$ cat config.mk
export PLATFORM = sky130hd
export DESIGN_NAME = pfc_front
export DESIGN_NICKNAME = d
export VERILOG_FILES = /design/src/hdl/pfc_pkg.sv /design/src/hdl/pfc_front.sv
export SDC_FILE = /design/constraint.sdc
export NUM_CORES = 1
export LEC_CHECK = 0
export ABC_CLOCK_PERIOD_IN_PS = 2320
export BUFFER_PORTS_ARGS = -buffer_cell sky130_fd_sc_hd__buf_2
export CORE_MARGIN = 5
export CORE_UTILIZATION = 45
export CTS_CLUSTER_DIAMETER = 100
export DETAILED_ROUTE_END_ITERATION = 8
export PLACE_DENSITY = 0.7
export SLEW_MARGIN = 15
export SYNTH_ARGS = -nofsm -noshare
export SYNTH_HDL_FRONTEND = slang
export SYNTH_SLANG_ARGS = --single-unit
$ cat constraint.sdc
create_clock -name clk -period 2.32 [get_ports clk]
set_input_delay 0.464 -clock clk [delete_from_list [all_inputs] [get_ports clk]]
set_output_delay 0.464 -clock clk [all_outputs]
set_load 0.02 [all_outputs]
$ cat src/hdl/pfc_pkg.sv
// Shared types and constants for the partitioned FIR convolver.
// Used by every module of the block; depends on nothing.
package pfc_pkg;

  localparam int BLK_LEN    = 64;
  localparam int PARTITIONS = 16;
  localparam int TAPS       = BLK_LEN * PARTITIONS;
  localparam int HIST_DEPTH = TAPS + BLK_LEN;
  localparam int TAP_W      = $clog2(TAPS);
  localparam int HIST_W     = $clog2(HIST_DEPTH);
  localparam int POS_W      = 6;
  localparam int ACC_W      = 42;
  localparam int QDEPTH     = 4;
  localparam int QPTR_W     = $clog2(QDEPTH);

  localparam logic KIND_SAMPLE = 1'b0;
  localparam logic KIND_COEF   = 1'b1;

  typedef struct packed {
    logic              kind;
    logic signed [15:0] sample_in;
    logic [9:0]        tap_index;
    logic signed [15:0] tap_value;
  } item_t;

  typedef enum logic [2:0] {
    ST_CLEAR,
    ST_IDLE,
    ST_MAC,
    ST_DRAIN,
    ST_EMIT
  } state_t;

endpackage

$ cat src/hdl/pfc_front.sv
// Front end: accepts input items and queues them for the back end.
// Depends on pfc_pkg.
module pfc_front import pfc_pkg::*; (
  input  logic        clk,
  input  logic        rst,
  input  logic        s_tvalid,
  output logic        s_tready,
  input  logic [47:0] s_tdata,  // sample_in, tap_index, tap_value, zero pad
  input  logic        s_tuser,  // kind
  input  logic        busy_clear,
  output logic        q_valid,
  output item_t       q_item,
  input  logic        q_pop
);

  item_t             mem [QDEPTH];
  logic [QPTR_W-1:0] wr_ptr;
  logic [QPTR_W-1:0] rd_ptr;
  logic [QPTR_W:0]   count;
  logic              push;
  logic              pop;
  item_t             in_item;

  always_comb begin
    in_item.kind      = s_tuser;
    in_item.sample_in = s_tdata[15:0];
    in_item.tap_index = s_tdata[25:16];
    in_item.tap_value = s_tdata[41:26];
  end

  assign s_tready = (count != (QPTR_W+1)'(QDEPTH)) && !busy_clear;
  assign push     = s_tvalid && s_tready;
  assign q_valid  = (count != '0);
  assign pop      = q_pop && q_valid;
  assign q_item   = mem[rd_ptr];

  always_ff @(posedge clk) begin
    if (push) begin
      mem[wr_ptr] <= in_item;
    end
  end

  always_ff @(posedge clk) begin
    if (rst) begin
      wr_ptr <= '0;
      rd_ptr <= '0;
      count  <= '0;
    end else begin
      if (push) wr_ptr <= wr_ptr + 1'b1;
      if (pop)  rd_ptr <= rd_ptr + 1'b1;
      count <= count + (push ? 1'b1 : 1'b0) - (pop ? 1'b1 : 1'b0);
    end
  end

  a_no_overflow: assert property (@(posedge clk) disable iff (rst)
    push |-> count < (QPTR_W+1)'(QDEPTH)) else $error("queue overflow");
  a_no_underflow: assert property (@(posedge clk) disable iff (rst)
    q_pop |-> count != '0) else $error("queue underflow");
  a_clear_blocks: assert property (@(posedge clk) disable iff (rst)
    busy_clear |-> !s_tready) else $error("accept during clear");

endmodule

# After elaboration in Yosys (flattened, before gate mapping)
# Memory sizes are Yosys's and may differ from the RTL's. A register that Yosys moved wholly into a read port is not among the register bits.
# Cells that the tools add are included.
[op_classes] addsub=4 n_eq_ne=1 n_reduce_logical=5 n_mux=6
[op_table] operator="$add 2x1->2 const B" n=2
[op_table] operator="$mux 1" n=4
[op_table] operator="$mux 2" n=2
[op_table] operator="$add 3x1->3" n=1
[op_table] operator="$logic_and 1x1->1" n=3
[op_table] operator="$ne 3x3->1 const B" n=1
[op_table] operator="$reduce_bool 3->1" n=1
[op_table] operator="$sub 3x1->3" n=1
[op_table] operator="$logic_not 1->1" n=1
[word_totals] in_bits=54 ff_bits=7 ramBits=172 mem_count=1
[memory_table] memory="mem" words=4 width=43 read_ports=1 rd_clocked_by_memory_dff=1 wr=1 line_no="pfc_front.sv:16" text="item_t mem [QDEPTH];"

# Depth between registers and ports, before layout
[logic_depth] ltp_word=6 depth_mapped=11

# Least setup slack after synthesis
# No wires, ideal clock.
[synth_timing] path_type="input port to flip-flop" from="in busy_clear" to="mem mem[0][0] in the netlist's numbering (enable)" t_required_ns=1.915 t_arrival_ns=1.880 stages=3 setup_time_ns=0.405 slack_ns=0.035 n_path_buf=0 path_cell_list="nand2b_1 -> a21oi_4 -> and2_1"
[synth_via] elab_chain_cells=5
[synth_lines] element="start: declaration" line_no="pfc_front.sv:10" text="input logic busy_clear,"
[synth_lines] element="$logic_not 1->1" line_no="pfc_front.sv:31" text="assign s_tready = (count != (QPTR_W+1)'(QDEPTH)) && !busy_clear;"
[synth_lines] element="$logic_and 1x1->1" line_no="pfc_front.sv:31"
[synth_lines] element="$logic_and 1x1->1" line_no="pfc_front.sv:32" text="assign push = s_tvalid && s_tready;"
[synth_lines] element="$mux 1" line_no="pfc_front.sv:38" text="if (push) begin"
[synth_lines] element="$mux 1 (not written as such)" line_no="pfc_front.sv:39" text="mem[wr_ptr] <= in_item;"
[synth_lines] element="end: declaration" line_no="pfc_front.sv:16"
# No other way between the ends.

==> out/metrics.yaml <==
status: "complete, no violations"
syn_inst: 275
holdPathEnd: "mem[2][0]$_DFFE_PP_"
synth_most_common_cell: "edfxtp_1"
grt_max_degree: 23
clockRootBuffer: "clkbuf_16"
fin_crit_ns: 2.263
cts_max_level: 4
grt_pass1_wl_mm: 18.43
clockBufferDepth: 2
p_per_area_mw_per_mm2: 1103
end_kind: "primary output"
path_buf_inv: 2
cts_made_buffers: 17
syn_area_mm2: 0.006741
post_drt_wl_per_cell_um: 19.37
start_util_pct: 46.21
drt.antenna.violating_nets: 0
antenna_found_initial: 0
cts.sinks: 181
clk_latency_ns: 0.42
place_hpwl_mm: 6.904
critPathMaxFanout: 9
synthArstFlopShare_pct: 0
crit_chain: "bufbuf_16 > mux4_2 > buf_2"
gp_congestion: 0.6539
grt_util_met1_pct: 17.29
port-buffer-count: 92
placed_cells_incl_taps: 553
r2r_end: "count[2]$_SDFF_PP0_"
totalWireLength_mm: 11.37
grt_pass1_vias: 3378
grt_use_met2_pct: 23.16
path_clk_slew_ns: 0.06
die_w_um: 132.4
postCtsHoldBufs: 0
diodes: 0
holdCritPathClass: "input pin to flop"
top_usage_layer: "met2"
synth_flop_cell: "edfxtp_1"
holdPathStages: 1
via_count: 3070
io_pins: 99
synth.top_cell.area_share_pct: 76.61
rows: 44
max_stage_delay_ns: 0.49
cts_tree: "done"
syn_avg_cell_area_um2: 24.51
synth_common_cells: "172 x edfxtp_1, 40 x mux4_2, 9 x dfxtp_1, 8 x nor2_1, 6 x ha_1"
min-delay-start: "s_tdata[26]"
grt-ovfl-total: 0
setup_violations: 0
drt_iter0_markers: 167
skew_ns: 0.008899
ys_types: 25
drv_cap: 0
layout-drive-gt1-share_pct: 45.66
hold_viol: 0
yosys_register_bits: 181
slew_headroom_pct: 73.64
r2r_cells: 9
syn_nets: 336
synth_area_leaders: "edfxtp_1 77%, mux4_2 13%, dfxtp_1 2.7%, buf_12 1.2%, mux4_1 1.2%"
tightestPinTransition_ns: 0.3904
critPathTopFamily: "multiplexers"
final_nets: 451
slowest_stage: "mux4_2"
leakagePower_uw: 0.002791
stdcell_count: 587
use_met3_pct: 4.122
irDropWorstVdd_uv: 526.1
fin_crit_sh_pct: 97.53
viasPerCell: 5.230
core_area_mm2: 0.01459
reg2reg_slack_ns: 0.19
worstPathRequired_ns: 1.86
fmax_mhz: 441.9
yosysTopAreaCell: "edfxtp_1"
nFillCells: 1092
area_growth_pct: 21.23
die_h_um: 132.4
grt_usage_pct: 14.02
reg2reg_from: "count[2]$_SDFF_PP0_"
drt_first_pass_iters: 5
cp.depth: 3
yosysWarnings: 0
start_kind: "flop"
hold_slack_ns: 0.2562
path_class: "flop to primary output"
synth_edf_count: 172
drc_errors: 0
drv_slew: 0
dieArea_mm2: 0.01753
yosysSeqAreaShare_pct: 79.29
rsz0062_at_grt: "true"
critPathArrivalTime_ns: 1.80
-- metal layers --
layer / vias to the layer above / wire [um] / part of all wire [%]
met5: - / 0 / 0
met4: 0 / 207 / 1.8
met3: 14 / 574 / 5.0
met2: 81 / 5839 / 51
met1: 1594 / 4748 / 42
li1: 1381 / - / -
-- state kept, by name, indices dropped and copies added (netlist names), named ones only --
| name | count |
|---|---|
| rd_ptr | 2 |
| count | 3 |
| wr_ptr | 2 |
| mem | 172 |
-- stage by stage --
stage	power, uW	instance area (um2)	worst slack [ns]	util (%)	TNS [ns]
2_1_floorplan	5507	6741	0.03539	-	0
3_3_place_gp	6045	7508	0.06187	51.47	0
3_5_place_dp	6075	7508	-0.01827	51.47	-0.01827
4_1_cts	9173	8172	-0.005542	56.01	-0.007064
5_1_grt	9432	8173	-0.01954	56.02	-0.1056
6_report	9018	8173	0.05727	56.02	0
-- kinds of logic (layout without fill, tap and decap cells) --
kind of cell    after synthesis  after routing  synth area share (%)
flops                       181            181                 79.29
compound gates                4              4                0.5754
xor+xnor                      3              3                0.3898
fa+ha+maj                     7              7                 1.411
simple gates                 19             19                 1.448
mux                          45             45                 14.85
buf+inv                      16            144                 2.042
-- where the power goes --
group	leakage [uW]	internal, uW	switching [uW]
Clock	0.000305	1900	1090
Combinational	0.000851	1020	1130
Sequential	0.00164	3790	96.5
Total	0.00279	6700	2320
-- worst max path at each step --
stage / start / end
2_1_floorplan: busy_clear / mem[0][0]$_DFFE_PP_
3_3_place_gp: busy_clear / count[2]$_SDFF_PP0_
3_5_place_dp: busy_clear / count[2]$_SDFF_PP0_
4_1_cts: flop / q_item[2]
5_1_grt: flop / q_item[14]
6_report: flop / q_item[14]
-- final cells by class --
cell class                      instances  area (um2)  share of cell area [%]
Timing Repair Buffer                  107       685.7                   8.389
Tap cell                              184       230.2                   2.817
Clock inverter                         11       182.7                   2.235
Clock buffer                           21       440.4                   5.389
Sequential cell                       181        5351                   65.48
Multi-Input combinational cell         78        1264                   15.46
Inverter                                5       18.77                  0.2296
-- cell usage in the layout (no fill, tap or decap), types with 4 or more instances in the layout --
cell	instances
edfxtp_1	172
buf_2	92
mux4_2	40
clkbuf_16	17
nor2_1	8
buf_12	7
buf_4	7
ha_1	6
dfxtp_1	6
inv_1	5
clkinv_2	5
bufinv_16	5
and2_2	4
clkbuf_1	4
-- what timing repair did --
item,4_1_cts,5_1_grt
endpoints found under the setup margin,30,12
pin swaps,0,0
resized for setup,0,1
setup buffers,1,0
cloned,1,0
Power figures use the tool's default switching activity.
